File: config.mk
export PLATFORM = sky130hd
export DESIGN_NAME = status_led_and_button_tick_flat
export DESIGN_NICKNAME = d
export VERILOG_FILES = /design/src/rtl/slbt_pkg.sv /design/src/rtl/slbt_ifs.sv /design/src/rtl/slbt_core.sv /design/src/rtl/slbt_outq.sv /design/src/rtl/status_led_and_button_tick.sv /design/src/flat_wrapper.sv
export SDC_FILE = /design/constraint.sdc
export NUM_CORES = 1
export LEC_CHECK = 0
export BUFFER_PORTS_ARGS = -buffer_cell sky130_fd_sc_hd__buf_2
export CAP_MARGIN = 20
export CORE_AREA = 2 2 151 79
export DETAILED_ROUTE_END_ITERATION = 10
export DIE_AREA = 0 0 153 81
export PLACE_DENSITY = 0.65
export RECOVER_POWER = 100
export REMOVE_ABC_BUFFERS = 1
export SYNTH_ARGS = -nofsm -noshare
export SYNTH_HDL_FRONTEND = slang
export SYNTH_SLANG_ARGS = --single-unit
File: constraint.sdc
create_clock -name clk -period 5.7 [get_ports clk]
set_clock_uncertainty 0.15 [all_clocks]
set_input_delay 0.285 -clock clk [delete_from_list [all_inputs] [get_ports clk]]
set_output_delay 0.285 -clock clk [all_outputs]
set_load 0.01 [all_outputs]
File: src/rtl/slbt_pkg.sv
// ----------------------------------------------------------------------------
// slbt_pkg: shared types and constants
// Result layout, tick phase codes, animation modes, event codes and limits.
// ----------------------------------------------------------------------------
`default_nettype none

package slbt_pkg;

    localparam int CFG_DATA_W = 3;
    localparam int CFG_IDX_W  = 1;

    localparam logic [CFG_IDX_W-1:0] CFG_ANIM_MODE = 1'd0;
    localparam logic [CFG_IDX_W-1:0] CFG_LED_PIN   = 1'd1;

    localparam logic [2:0] FUNC_TIMER = 3'd0;
    localparam logic [2:0] FUNC_BLINK = 3'd1;
    localparam logic [2:0] FUNC_PULSE = 3'd2;
    localparam logic [2:0] FUNC_VOL   = 3'd3;
    localparam logic [2:0] FUNC_MAIN  = 3'd4;

    localparam logic [1:0] MODE_OFF   = 2'd0;
    localparam logic [1:0] MODE_BLINK = 2'd1;
    localparam logic [1:0] MODE_PULSE = 2'd2;

    localparam logic [2:0] EV_NONE   = 3'd0;
    localparam logic [2:0] EV_HELD   = 3'd1;
    localparam logic [2:0] EV_RESET  = 3'd2;
    localparam logic [2:0] EV_LISTEN = 3'd3;
    localparam logic [2:0] EV_VOLUME = 3'd4;

    localparam logic [7:0] BLINK_PERIOD  = 8'd100;
    localparam logic [7:0] PULSE_PERIOD  = 8'd16;
    localparam logic [5:0] VOL_QUALIFY   = 6'd50;
    localparam logic [8:0] MAIN_QUALIFY  = 9'd50;
    localparam logic [8:0] MAIN_LONG     = 9'd500;

    typedef struct packed {
        logic       pin_write;
        logic [2:0] pin_index;
        logic       pin_level;
        logic [2:0] btn_event;
        logic       is_last;
    } result_t;

    typedef struct packed {
        logic    push_one;
        logic    push_two;
        result_t first;
        result_t second;
    } push_t;

endpackage

`default_nettype wire

File: src/rtl/slbt_ifs.sv
// ----------------------------------------------------------------------------
// slbt_ifs: channel interfaces
// Valid/ready channels for input ticks and for result items.
// ----------------------------------------------------------------------------
`default_nettype none

interface slbt_tick_if;
    logic       valid;
    logic       ready;
    logic [2:0] func;
    logic       main_btn;
    logic       vol_btn;

    modport source (output valid, output func, output main_btn, output vol_btn,
                    input ready);
    modport sink   (input valid, input func, input main_btn, input vol_btn,
                    output ready);
endinterface

interface slbt_result_if;
    logic       valid;
    logic       ready;
    logic       pin_write;
    logic [2:0] pin_index;
    logic       pin_level;
    logic [2:0] btn_event;
    logic       is_last;

    modport source (output valid, output pin_write, output pin_index,
                    output pin_level, output btn_event, output is_last,
                    input ready);
    modport sink   (input valid, input pin_write, input pin_index,
                    input pin_level, input btn_event, input is_last,
                    output ready);
endinterface

`default_nettype wire

File: src/rtl/slbt_core.sv
// ----------------------------------------------------------------------------
// slbt_core: tick processing
// Holds configuration and animation/button state, updates it on each tick
// transfer and forms the one or two result items of that tick.
// ----------------------------------------------------------------------------
`default_nettype none

module slbt_core (
    input  wire logic                              clk,
    input  wire logic                              rst_n,
    input  wire logic                              accept,
    input  wire logic [2:0]                        func,
    input  wire logic                              main_btn,
    input  wire logic                              vol_btn,
    input  wire logic                              cfg_wen,
    input  wire logic [slbt_pkg::CFG_IDX_W-1:0]    cfg_index,
    input  wire logic [slbt_pkg::CFG_DATA_W-1:0]   cfg_data,
    output slbt_pkg::push_t                        push
);

    logic [1:0] anim_mode_reg;
    logic [2:0] led_pin_reg;
    logic [7:0] anim_timer_reg,  anim_timer_next;
    logic [5:0] duty_step_reg,   duty_step_next;
    logic       led_level_reg,   led_level_next;
    logic [8:0] main_count_reg,  main_count_next;
    logic [5:0] vol_count_reg,   vol_count_next;
    logic       prev_main_reg,   prev_main_next;
    logic       prev_vol_reg,    prev_vol_next;
    logic [2:0] event_code_reg,  event_code_next;

    logic       wr_a, lv_a, wr_b;
    logic [7:0] blink_t;
    logic [8:0] main_c;
    logic [5:0] vol_c;
    logic       main_held, vol_held;

    always_ff @(posedge clk or negedge rst_n)
    begin
        if (!rst_n)
        begin
            anim_mode_reg <= slbt_pkg::MODE_OFF;
            led_pin_reg   <= 3'd0;
        end
        else if (cfg_wen)
        begin
            unique case (cfg_index)
                slbt_pkg::CFG_ANIM_MODE: anim_mode_reg <= cfg_data[1:0];
                slbt_pkg::CFG_LED_PIN:   led_pin_reg   <= cfg_data[2:0];
                default: ;
            endcase
        end
    end

    always_comb
    begin
        anim_timer_next = anim_timer_reg;
        duty_step_next  = duty_step_reg;
        led_level_next  = led_level_reg;
        main_count_next = main_count_reg;
        vol_count_next  = vol_count_reg;
        prev_main_next  = prev_main_reg;
        prev_vol_next   = prev_vol_reg;
        event_code_next = event_code_reg;
        wr_a      = 1'b0;
        lv_a      = 1'b0;
        wr_b      = 1'b0;
        blink_t   = 8'd0;
        main_c    = 9'd0;
        vol_c     = 6'd0;
        main_held = main_btn & prev_main_reg;
        vol_held  = vol_btn & prev_vol_reg;

        unique case (func)
            slbt_pkg::FUNC_TIMER:
            begin
                if (anim_mode_reg == slbt_pkg::MODE_BLINK ||
                    anim_mode_reg == slbt_pkg::MODE_PULSE)
                    anim_timer_next = anim_timer_reg + 8'd1;
                else
                    anim_timer_next = 8'd0;
            end
            slbt_pkg::FUNC_BLINK:
            begin
                if (anim_mode_reg == slbt_pkg::MODE_BLINK)
                begin
                    blink_t = (anim_timer_reg == slbt_pkg::BLINK_PERIOD) ?
                              8'd0 : anim_timer_reg;
                    anim_timer_next = blink_t;
                    if (blink_t == 8'd0)
                    begin
                        led_level_next = ~led_level_reg;
                        wr_a = 1'b1;
                        lv_a = ~led_level_reg;
                    end
                end
            end
            slbt_pkg::FUNC_PULSE:
            begin
                if (anim_mode_reg == slbt_pkg::MODE_PULSE)
                begin
                    if (anim_timer_reg == slbt_pkg::PULSE_PERIOD)
                    begin
                        anim_timer_next = 8'd0;
                        duty_step_next  = duty_step_reg + 6'd1;
                        wr_a = 1'b1;
                        lv_a = 1'b1;
                    end
                    if (anim_timer_next == {4'd0, duty_step_next[5:2]})
                    begin
                        if (wr_a)
                            wr_b = 1'b1;
                        else
                        begin
                            wr_a = 1'b1;
                            lv_a = 1'b0;
                        end
                    end
                end
            end
            slbt_pkg::FUNC_VOL:
            begin
                vol_c = (vol_btn && !prev_vol_reg) ? 6'd1 : vol_count_reg;
                if (vol_c != 6'd0)
                begin
                    vol_c = vol_c + 6'd1;
                    if (vol_c == slbt_pkg::VOL_QUALIFY)
                    begin
                        if (vol_held)
                            event_code_next = slbt_pkg::EV_VOLUME;
                        vol_c = 6'd0;
                    end
                end
                vol_count_next = vol_c;
                prev_vol_next  = vol_btn;
            end
            slbt_pkg::FUNC_MAIN:
            begin
                main_c = (main_btn && !prev_main_reg) ? 9'd1 : main_count_reg;
                if (main_c != 9'd0)
                begin
                    main_c = main_c + 9'd1;
                    if (main_c == slbt_pkg::MAIN_QUALIFY)
                    begin
                        if (main_held)
                            event_code_next = slbt_pkg::EV_HELD;
                        else
                            main_c = 9'd0;
                    end
                    if (event_code_next == slbt_pkg::EV_HELD &&
                        main_c == slbt_pkg::MAIN_LONG)
                    begin
                        event_code_next = main_held ? slbt_pkg::EV_RESET :
                                                      slbt_pkg::EV_LISTEN;
                        main_c = 9'd0;
                    end
                end
                main_count_next = main_c;
                prev_main_next  = main_btn;
            end
            default: ;
        endcase
    end

    always_ff @(posedge clk or negedge rst_n)
    begin
        if (!rst_n)
        begin
            anim_timer_reg <= 8'd0;
            duty_step_reg  <= 6'd0;
            led_level_reg  <= 1'b0;
            main_count_reg <= 9'd0;
            vol_count_reg  <= 6'd0;
            prev_main_reg  <= 1'b0;
            prev_vol_reg   <= 1'b0;
            event_code_reg <= slbt_pkg::EV_NONE;
        end
        else if (accept)
        begin
            anim_timer_reg <= anim_timer_next;
            duty_step_reg  <= duty_step_next;
            led_level_reg  <= led_level_next;
            main_count_reg <= main_count_next;
            vol_count_reg  <= vol_count_next;
            prev_main_reg  <= prev_main_next;
            prev_vol_reg   <= prev_vol_next;
            event_code_reg <= event_code_next;
        end
    end

    always_comb
    begin
        push.push_one = accept & ~wr_b;
        push.push_two = accept & wr_b;

        push.first.pin_write = wr_a;
        push.first.pin_index = wr_a ? led_pin_reg : 3'd0;
        push.first.pin_level = wr_a & lv_a;
        push.first.btn_event = event_code_next;
        push.first.is_last   = ~wr_b;

        push.second.pin_write = 1'b1;
        push.second.pin_index = led_pin_reg;
        push.second.pin_level = 1'b0;
        push.second.btn_event = event_code_next;
        push.second.is_last   = 1'b1;
    end

endmodule

`default_nettype wire

File: src/rtl/slbt_outq.sv
// ----------------------------------------------------------------------------
// slbt_outq: result queue
// Small register queue that takes one or two results per tick and hands
// them to the result channel one per transfer.
// ----------------------------------------------------------------------------
`default_nettype none

module slbt_outq #(
    parameter int DEPTH = 4
) (
    input  wire logic              clk,
    input  wire logic              rst_n,
    input  wire slbt_pkg::push_t   push,
    output logic                   room,
    output logic                   out_valid,
    input  wire logic              out_ready,
    output slbt_pkg::result_t      out_data
);

    localparam int PTR_W = (DEPTH > 1) ? $clog2(DEPTH) : 1;
    localparam int CNT_W = $clog2(DEPTH + 1);

    slbt_pkg::result_t mem_reg [DEPTH];

    logic [PTR_W-1:0] head_reg, head_next;
    logic [PTR_W-1:0] tail_reg, tail_next;
    logic [PTR_W-1:0] tail_p1, tail_p2;
    logic [CNT_W-1:0] count_reg, count_next;
    logic             pop;

    function automatic logic [PTR_W-1:0] wrap_inc(input logic [PTR_W-1:0] p);
        return (p == PTR_W'(DEPTH - 1)) ? '0 : p + PTR_W'(1);
    endfunction

    assign tail_p1   = wrap_inc(tail_reg);
    assign tail_p2   = wrap_inc(tail_p1);
    assign out_valid = (count_reg != '0);
    assign out_data  = mem_reg[head_reg];
    assign pop       = out_valid & out_ready;
    assign room      = (count_reg <= CNT_W'(DEPTH - 2));

    always_comb
    begin
        head_next  = pop ? wrap_inc(head_reg) : head_reg;
        tail_next  = tail_reg;
        count_next = count_reg - CNT_W'(pop);
        priority if (push.push_two)
        begin
            tail_next  = tail_p2;
            count_next = count_reg + CNT_W'(2) - CNT_W'(pop);
        end
        else if (push.push_one)
        begin
            tail_next  = tail_p1;
            count_next = count_reg + CNT_W'(1) - CNT_W'(pop);
        end
    end

    always_ff @(posedge clk or negedge rst_n)
    begin
        if (!rst_n)
        begin
            head_reg  <= '0;
            tail_reg  <= '0;
            count_reg <= '0;
        end
        else
        begin
            head_reg  <= head_next;
            tail_reg  <= tail_next;
            count_reg <= count_next;
        end
    end

    always_ff @(posedge clk)
    begin
        if (push.push_one || push.push_two)
            mem_reg[tail_reg] <= push.first;
        if (push.push_two)
            mem_reg[tail_p1] <= push.second;
    end

    a_count_bound: assert property (@(posedge clk) disable iff (!rst_n)
        count_reg <= CNT_W'(DEPTH))
        else $error("result queue count exceeds depth");

    a_push_has_room: assert property (@(posedge clk) disable iff (!rst_n)
        (push.push_one || push.push_two) |-> room)
        else $error("push into result queue without room");

    a_single_push: assert property (@(posedge clk) disable iff (!rst_n)
        !(push.push_one && push.push_two))
        else $error("push of one and two results at once");

    a_pair_order: assert property (@(posedge clk) disable iff (!rst_n)
        push.push_two |-> (!push.first.is_last && push.second.is_last))
        else $error("result pair does not end on its second item");

    a_drain: assert property (@(posedge clk) disable iff (!rst_n)
        (pop && !push.push_one && !push.push_two) |=>
        count_reg == $past(count_reg) - CNT_W'(1))
        else $error("result queue count wrong after transfer");

endmodule

`default_nettype wire

File: src/rtl/status_led_and_button_tick.sv
// ----------------------------------------------------------------------------
// status_led_and_button_tick: status LED animation and button qualifier
// Top level: tick channel in, result channel out, plain configuration port.
// ----------------------------------------------------------------------------
// Usage:
//   tick   : one timer tick per transfer (phase code and raw button levels).
//   result : one result per tick, two for a pulse tick that raises and then
//            lowers the pin; is_last marks the final result of a tick.
//   cfg    : write anim_mode (index 0) or led_pin (index 1) while idle.
// Order: the first result of a tick is written into the result queue on its
//   transfer; the second one follows on the next result transfer.
// Throughput: one tick per cycle while the receiver keeps up; a two-result
//   tick costs two result transfers. The FIFO_DEPTH-entry result queue sets
//   the figure: a tick is taken only while two entries are free.
// Reset: all animation and button state clears, the LED level is down, no
//   event is pending and the result queue is empty.
// Stall: a stalled receiver holds the head result; ticks keep being taken
//   until fewer than two queue entries are free, then tick ready drops.
// ----------------------------------------------------------------------------
`default_nettype none

module status_led_and_button_tick #(
    parameter int FIFO_DEPTH = 4
) (
    input  wire logic                            clk,
    input  wire logic                            rst_n,
    slbt_tick_if.sink                            tick,
    slbt_result_if.source                        result,
    input  wire logic                            cfg_wen,
    input  wire logic [slbt_pkg::CFG_IDX_W-1:0]  cfg_index,
    input  wire logic [slbt_pkg::CFG_DATA_W-1:0] cfg_data
);

    slbt_pkg::push_t   push;
    slbt_pkg::result_t head;
    logic              room;
    logic              accept;

    assign tick.ready = room;
    assign accept     = tick.valid & room;

    slbt_core u_core (
        .clk       (clk),
        .rst_n     (rst_n),
        .accept    (accept),
        .func      (tick.func),
        .main_btn  (tick.main_btn),
        .vol_btn   (tick.vol_btn),
        .cfg_wen   (cfg_wen),
        .cfg_index (cfg_index),
        .cfg_data  (cfg_data),
        .push      (push)
    );

    slbt_outq #(
        .DEPTH (FIFO_DEPTH)
    ) u_outq (
        .clk       (clk),
        .rst_n     (rst_n),
        .push      (push),
        .room      (room),
        .out_valid (result.valid),
        .out_ready (result.ready),
        .out_data  (head)
    );

    assign result.pin_write = head.pin_write;
    assign result.pin_index = head.pin_index;
    assign result.pin_level = head.pin_level;
    assign result.btn_event = head.btn_event;
    assign result.is_last   = head.is_last;

endmodule

`default_nettype wire

File: src/flat_wrapper.sv
// flat-port wrapper written by rule: the top's interface ports become plain ports
module status_led_and_button_tick_flat 
#(
    parameter int FIFO_DEPTH = 4
)
  (clk, rst_n, cfg_wen, cfg_index, cfg_data, tick_valid, tick_func, tick_main_btn, tick_vol_btn, tick_ready, result_valid, result_pin_write, result_pin_index, result_pin_level, result_btn_event, result_is_last, result_ready);
  slbt_tick_if tick_i ();
  slbt_result_if result_i ();
  input  wire logic clk;
  input  wire logic rst_n;
  input  wire logic cfg_wen;
  input  wire logic [slbt_pkg::CFG_IDX_W-1:0] cfg_index;
  input  wire logic [slbt_pkg::CFG_DATA_W-1:0] cfg_data;
  input wire logic [$bits(tick_i.valid)-1:0] tick_valid;
  input wire logic [$bits(tick_i.func)-1:0] tick_func;
  input wire logic [$bits(tick_i.main_btn)-1:0] tick_main_btn;
  input wire logic [$bits(tick_i.vol_btn)-1:0] tick_vol_btn;
  output wire logic [$bits(tick_i.ready)-1:0] tick_ready;
  output wire logic [$bits(result_i.valid)-1:0] result_valid;
  output wire logic [$bits(result_i.pin_write)-1:0] result_pin_write;
  output wire logic [$bits(result_i.pin_index)-1:0] result_pin_index;
  output wire logic [$bits(result_i.pin_level)-1:0] result_pin_level;
  output wire logic [$bits(result_i.btn_event)-1:0] result_btn_event;
  output wire logic [$bits(result_i.is_last)-1:0] result_is_last;
  input wire logic [$bits(result_i.ready)-1:0] result_ready;
  assign tick_i.valid = tick_valid;
  assign tick_i.func = tick_func;
  assign tick_i.main_btn = tick_main_btn;
  assign tick_i.vol_btn = tick_vol_btn;
  assign tick_ready = tick_i.ready;
  assign result_valid = result_i.valid;
  assign result_pin_write = result_i.pin_write;
  assign result_pin_index = result_i.pin_index;
  assign result_pin_level = result_i.pin_level;
  assign result_btn_event = result_i.btn_event;
  assign result_is_last = result_i.is_last;
  assign result_i.ready = result_ready;
  status_led_and_button_tick #(.FIFO_DEPTH(FIFO_DEPTH)) u_core (.clk(clk), .rst_n(rst_n), .tick(tick_i), .result(result_i), .cfg_wen(cfg_wen), .cfg_index(cfg_index), .cfg_data(cfg_data));
endmodule
==> flow_metrics.env, run 1 <==
export IMPL_status="finished with violations"
export IMPL_violations="capacitance limit, slew limit"
export IMPL_n_antenna_cell=0
export IMPL_drt_first_iter_violations=321
export IMPL_die_h_um=81
export IMPL_placed_area_sq_um=5140
export IMPL_crit_arrival_ps=4210
export IMPL_final_max_slew_viol_count=48
export IMPL_power_switching_w=0.000767
export IMPL_path_buf_inv=3
export IMPL_path_clk_slew_ps=70
export IMPL_grt_usage=0.196
export IMPL_post_cts_resized=0
export IMPL_async_flop_share=0.566
export IMPL_initial_utilization=0.434
export IMPL_routed_wl_mm=11.5
export IMPL_cts_made_buffers=9
export IMPL_cts_tree="built"
export IMPL_first_pass_iters=5
export IMPL_ys_seq_area_frac=0.435
export IMPL_clkPwrFrac=0.296
export IMPL_cpMostUsedCell="inv_1"
export IMPL_cts_sinks=83
export IMPL_grt_pass1_wl_mm=19.1
export IMPL_crit_required_ps=5760
export IMPL_synth_edf_count=24
export IMPL_synthesis_area_sq_um=4910
export IMPL_startpoint_type="flip-flop"
export IMPL_multiInputGateArea_sq_um=2570
export IMPL_area_growth_pct=10.7
export IMPL_die_x_um=153
export IMPL_fin_ws_ps=1560
export IMPL_worstPathMaxFanout=16
export IMPL_fillCellCount=1036
export IMPL_crit_path_end_kind="flip-flop"
export IMPL_maxCapViolations=1
export IMPL_crit_cells=10
export IMPL_critical_path_top_delay_family="buffers and inverters"
export IMPL_powerDensity_nw_per_um2=402
export IMPL_min_path_cells=3
export IMPL_num_vias=3889
export IMPL_syn_area_per_cell_sq_um=9.90
export IMPL_max_stage_delay_ps=630
export IMPL_mostFrequentLayoutCell="nand2_1"
export IMPL_regArea_sq_um=2140
export IMPL_synth_seq_cells=83
export IMPL_cts_max_level=3
export IMPL_critical_path_class="reg2reg"
export IMPL_p_leak_nw=2.21
export IMPL_worst_slew_pin_slew_ps=2630
export IMPL_synthCells=496
export IMPL_r2r_cells=10
export IMPL_final_cell_mix="51 x nand2_1, 47 x dfrtp_1, 36 x o21ai_0"
export IMPL_period_minus_slack_ps=4140
export IMPL_hold_viol=0
export IMPL_swShare=0.351
export IMPL_yosysWarnings=0
export IMPL_crit_chain="inv_1 > ha_1 > and4bb_1 > and2_0 > nand4_1 > a2111oi_0 > clkbuf_1 > a21boi_0 > inv_1 > and3_1"
export IMPL_finalCritPeriodShare=0.727
export IMPL_grt_max_degree=48
export IMPL_cts_buffer_depth=2
export IMPL_clk_latency_ps=340
export IMPL_overflow=0
export IMPL_vdd_drop_max_mv=0.196
export IMPL_ys_types=68
export IMPL_cp_slowest_cell="clkbuf_1"
export IMPL_hold_path_class="in2reg"
export IMPL_ant_nets=0
export IMPL_numPortBuffers=24
export IMPL_rsz0062_at_grt="no"
export IMPL_die_area_sq_um=12400
export IMPL_layout_drive_gt1_share=0.101
export IMPL_antenna_found_initial=0
export IMPL_wl_per_cell_um=17.3
export IMPL_dp_slack_ps=2250
export IMPL_final_setup_tns_ps=0
export IMPL_routabilityCongestion=0.889
export IMPL_drc=0
export IMPL_nets=547
export IMPL_viasPerCell=5.83
export IMPL_grt_pass1_vias=3539
export IMPL_slew_headroom=-0.752
export IMPL_num_io_pins=25
export IMPL_cts_root_buffer="clkbuf_16"
export IMPL_power_frac_seq=0.398
export IMPL_p_int_w=0.00142
export IMPL_place_hpwl_mm=8.44
export IMPL_setup_violations=0
export IMPL_largest_register_ffs=36
export IMPL_synth_main_ff_cell="dfrtp_1"
export IMPL_comb_power_share=0.306
export IMPL_fmax_mhz=241
export IMPL_coreArea_sq_um=11300
export IMPL_row_count=28
export IMPL_final_area_sq_um=5440
## layer usage
layer	track usage	up-vias	routed length, um
met3	0.0464	6	613
met1	0.310	1888	6150
met4	0.0417	0	71
met5	0	-	0
met2	0.267	116	4690
li1	-	1879	-
## cell families (layout without fill, tap and decap cells)
group,count (synthesis),after routing,share of synthesized area
compound gates,117,117,0.171
fa+ha+maj,21,21,0.0535
mux,20,20,0.0652
xor+xnor,19,19,0.0339
simple gates,191,191,0.205
buf+inv,45,66,0.0362
flops,83,83,0.435
## cell usage after synthesis, drive strengths merged (3+ instances only)
cell type | number | share of area
nand2 | 51 | 0.039
dfrtp | 47 | 0.24
o21ai | 37 | 0.038
nor2 | 30 | 0.023
edfxtp | 24 | 0.15
and3 | 23 | 0.029
inv | 22 | 0.017
ha | 21 | 0.054
nand3 | 19 | 0.019
a21oi | 18 | 0.018
clkbuf | 16 | 0.012
xnor2 | 13 | 0.023
dfxtp | 12 | 0.049
nor3 | 11 | 0.012
nor2b | 10 | 0.013
mux4 | 9 | 0.041
a31oi | 8 | 0.010
nand4 | 8 | 0.011
buf | 7 | 0.0071
a22o | 6 | 0.011
a32o | 6 | 0.012
and2 | 6 | 0.0076
mux2 | 6 | 0.014
nor4 | 6 | 0.0076
xor2 | 6 | 0.011
mux2i | 5 | 0.010
a2111oi | 4 | 0.015
a211o | 4 | 0.0071
a21o | 4 | 0.0061
nand2b | 4 | 0.0051
or2 | 4 | 0.0051
or4 | 4 | 0.0069
a211oi | 3 | 0.0046
o211ai | 3 | 0.0056
o31ai | 3 | 0.0046
or3 | 3 | 0.0038
## tightest hold or removal path, stage by stage
cell	delay [ps]
buf_2	90
nand2_1	40
o21ai_0	60
## layout make-up
type	instances	area share
multi-input combinational	368	0.472
sequential	83	0.393
timing repair buffer	28	0.0242
tap	150	0.0345
inverter	22	0.0152
clock buffer	9	0.0414
clock inverter	7	0.0193
## per-stage QoR
step	util	hold WS (ps)	total power, W	instances
after floorplan	-	-161	0.00134	473
after global placement	0.454	273	0.00154	649
after detailed placement	0.454	283	0.00156	649
after CTS	0.484	11.1	0.00221	666
after global routing	0.480	29.4	0.00232	667
final	0.480	20.3	0.00219	667
## path summary, 6_finish.rpt
check | slack [ps] | to | start
setup / recovery | 1560 | u_core.u_outq.mem_reg[1][5]$_DFFE_PP_ | u_core.u_core.anim_timer_reg[0]$_DFFE_PN0P_
hold / removal | 20 | u_core.u_core.anim_mode_reg[0]$_DFFE_PN0P_ | cfg_data[0]
setup reg to reg | 1560 | u_core.u_outq.mem_reg[1][5]$_DFFE_PP_ | u_core.u_core.anim_timer_reg[0]$_DFFE_PN0P_
hold reg to reg | 320 | u_core.u_outq.mem_reg[3][0]$_SDFFE_PP1P_ | u_core.u_outq.mem_reg[3][0]$_SDFFE_PP1P_
max in group asynchronous | 2650 | u_core.u_core.duty_step_reg[1]$_DFFE_PN0P_ | rst_n
min in group asynchronous | 1240 | u_core.u_outq.head_reg[1]$_DFFE_PN0P_ | rst_n
## power groups by stage
stage                     Combinational [W]  Sequential [W]  Clock (W)
after floorplan                    0.000498        0.000837          0
after global placement             0.000663        0.000878          0
after detailed placement           0.000679        0.000881          0
after CTS                          0.000685        0.000870   0.000660
after global routing               0.000741        0.000890   0.000690
final                              0.000669        0.000870   0.000646
## timing repair
action / CTS / global route
hold buffers: 1 / 0
endpoints found under the hold margin: 47 / 0
buffers inserted: 0 / 0
No activity file was read; power rests on OpenSTA's default activity.
==> inputs of run 2 (changes only) <==
clock period = 4.2 ns   (was 5.7 ns; I/O delays follow)
==> run 2 against run 1 <==
  * The flow still finishes with violations (capacitance limit, slew limit)
  * Worst setup slack got worse by 990 ps
  * Utilization hardly changed
  * Register-to-register slack got worse by 990 ps
  * Cell count rose by 0.90%
  * Critical path type unchanged
  * Critical endpoint is now u_core.u_core.main_count_reg[5]$_DFFE_PN0P_
  * Largest cell class unchanged
==> flow_metrics.env, run 2 (same netlist as run 1, synthesis figures left out) <==
export IMPL_status="finished with violations"
export IMPL_violations="capacitance limit, slew limit"
export IMPL_powerDensity_nw_per_um2=533
export IMPL_hold_viol=0
export IMPL_grt_pass1_wl_mm=19.0
export IMPL_path_clk_slew_ps=70
export IMPL_cts_made_buffers=9
export IMPL_drt_first_iter_violations=287
export IMPL_grt_pass1_vias=3599
export IMPL_first_pass_iters=6
export IMPL_crit_arrival_ps=3710
export IMPL_dp_cells=652
export IMPL_fmax_mhz=275
export IMPL_hold_path_class="in2reg"
export IMPL_r2r_cells=9
export IMPL_hold_start="cfg_index"
export IMPL_place_hpwl_mm=8.47
export IMPL_startpoint_type="flip-flop"
export IMPL_comb_power_share=0.315
export IMPL_routabilityCongestion=0.901
export IMPL_final_setup_tns_ps=0
export IMPL_viasPerCell=5.85
export IMPL_setup_violations=0
export IMPL_cpMostUsedCell="nand2b_1"
export IMPL_cts_root_buffer="clkbuf_16"
export IMPL_n_antenna_cell=0
export IMPL_mostFrequentLayoutCell="nand2_1"
export IMPL_numPortBuffers=24
export IMPL_clkPwrFrac=0.276
export IMPL_fillCellCount=1017
export IMPL_worstPathMaxFanout=6
export IMPL_grt_usage=0.195
export IMPL_worst_slew_pin_slew_ps=2660
export IMPL_grt_max_degree=48
export IMPL_cts_sinks=83
export IMPL_final_max_slew_viol_count=48
export IMPL_crit_chain="nand2b_1 > nand2b_1 > ha_1 > nand2_1 > xnor2_1 > or4_1 > a2111oi_1 > nor3_1 > a221o_1"
export IMPL_power_frac_seq=0.410
export IMPL_die_h_um=81
export IMPL_period_minus_slack_ps=3630
export IMPL_coreArea_sq_um=11300
export IMPL_crit_path_end_kind="flip-flop"
export IMPL_critical_path_class="reg2reg"
export IMPL_cts_tree="built"
export IMPL_crit_reg2reg_launch="u_core.u_core.prev_main_reg$_DFFE_PN0P_"
export IMPL_area_growth_pct=10.8
export IMPL_nets=553
export IMPL_die_x_um=153
export IMPL_cp_slowest_cell="a2111oi_1"
export IMPL_p_leak_nw=2.22
export IMPL_crit_required_ps=4280
export IMPL_ant_nets=0
export IMPL_overflow=0
export IMPL_final_cell_mix="51 x nand2_1, 47 x dfrtp_1, 36 x o21ai_0"
export IMPL_clk_latency_ps=340
export IMPL_drc=0
export IMPL_antenna_found_initial=0
export IMPL_initial_utilization=0.434
export IMPL_cts_max_level=3
export IMPL_cts_buffer_depth=2
export IMPL_swShare=0.356
export IMPL_num_vias=3935
export IMPL_layout_cells_non_filler=673
export IMPL_routed_wl_mm=11.5
export IMPL_wl_per_cell_um=17.0
export IMPL_r2r_end="u_core.u_core.main_count_reg[5]$_DFFE_PN0P_"
export IMPL_vdd_drop_max_mv=0.210
export IMPL_p_int_w=0.00187
export IMPL_die_area_sq_um=12400
export IMPL_max_stage_delay_ps=1070
export IMPL_maxCapViolations=1
export IMPL_layout_drive_gt1_share=0.0956
export IMPL_slew_headroom=-0.771
export IMPL_rrSetupSlack_ps=570
export IMPL_largest_register_ffs=36
export IMPL_power_switching_w=0.00103
export IMPL_fin_util=0.481
export IMPL_num_io_pins=25
export IMPL_row_count=28
export IMPL_hold_slack_ps=55.0
export IMPL_min_path_cells=4
export IMPL_crit_path_start="u_core.u_core.prev_main_reg$_DFFE_PN0P_"
export IMPL_whs_endpoint="u_core.u_core.anim_mode_reg[1]$_DFFE_PN0P_"
export IMPL_finalCritPeriodShare=0.864
export IMPL_rsz0062_at_grt="no"
## run 2: worst max path at each step
stage | endpoint | slack (ps) | cells after the start
2_1_floorplan | u_core.u_outq.mem_reg[3][1]$_DFFE_PP_ | 1170 | 8
3_3_place_gp | u_core.u_outq.mem_reg[2][7]$_DFFE_PP_ | 1130 | 10
3_5_place_dp | u_core.u_outq.mem_reg[3][7]$_DFFE_PP_ | 930 | 10
4_1_cts | u_core.u_outq.mem_reg[3][7]$_DFFE_PP_ | 900 | 10
5_1_grt | u_core.u_outq.mem_reg[1][5]$_DFFE_PP_ | 340 | 10
6_report | u_core.u_core.main_count_reg[5]$_DFFE_PN0P_ | 570 | 9
## run 2: cell type report
type                            instances  area [sq um]  area share
Inverter                               22          82.6      0.0152
Timing Repair Buffer                   34           183      0.0336
Clock inverter                          6          70.1      0.0129
Clock buffer                           10           229      0.0421
Tap cell                              150           188      0.0345
Multi-Input combinational cell        368          2550       0.469
Sequential cell                        83          2140       0.393
## run 2: repair_timing
item | CTS | global route
hold buffers | 5 | 0
hold endpoints to repair | 53 | 0
setup buffers | 0 | 0
resized for setup | 0 | 0
## run 2: worst max-delay path: cells and delay by family (launching register included)
kind	cells	cell delay (ps)
adder cells (fa/ha/maj)	1	300
AO/OA/AOI/OAI	2	1410
AND/OR/NAND/NOR	5	1110
XOR/XNOR	1	140
flip-flops	1	410
## run 2: power groups by stage
| stage | Sequential [W] | Clock [W] | Combinational [W] |
|---|---|---|---|
| floorplan | 0.00114 | 0 | 0.000676 |
| global placement | 0.00119 | 0 | 0.000901 |
| detailed placement | 0.00120 | 0 | 0.000925 |
| CTS | 0.00119 | 0.000815 | 0.000936 |
| global route | 0.00121 | 0.000852 | 0.00102 |
| finish | 0.00119 | 0.000798 | 0.000912 |
## run 2: metrics by stage
| step | power, W | setup slack (ps) | cell area, sq um |
|---|---|---|---|
| after CTS | 0.00294 | 900 | 5510 |
| final | 0.00290 | 569 | 5440 |
| after global placement | 0.00209 | 1130 | 5160 |
| after floorplan | 0.00181 | 1170 | 4810 |
| after global routing | 0.00309 | 344 | 5440 |
| after detailed placement | 0.00213 | 932 | 5160 |
## run 2: routing by layer
layer,vias to the layer above,part of all wire,track usage
li1,1891,-,-
met1,1906,0.52,0.297
met2,131,0.41,0.283
met3,7,0.068,0.0443
met4,0,0.0055,0.0426
met5,-,0,0
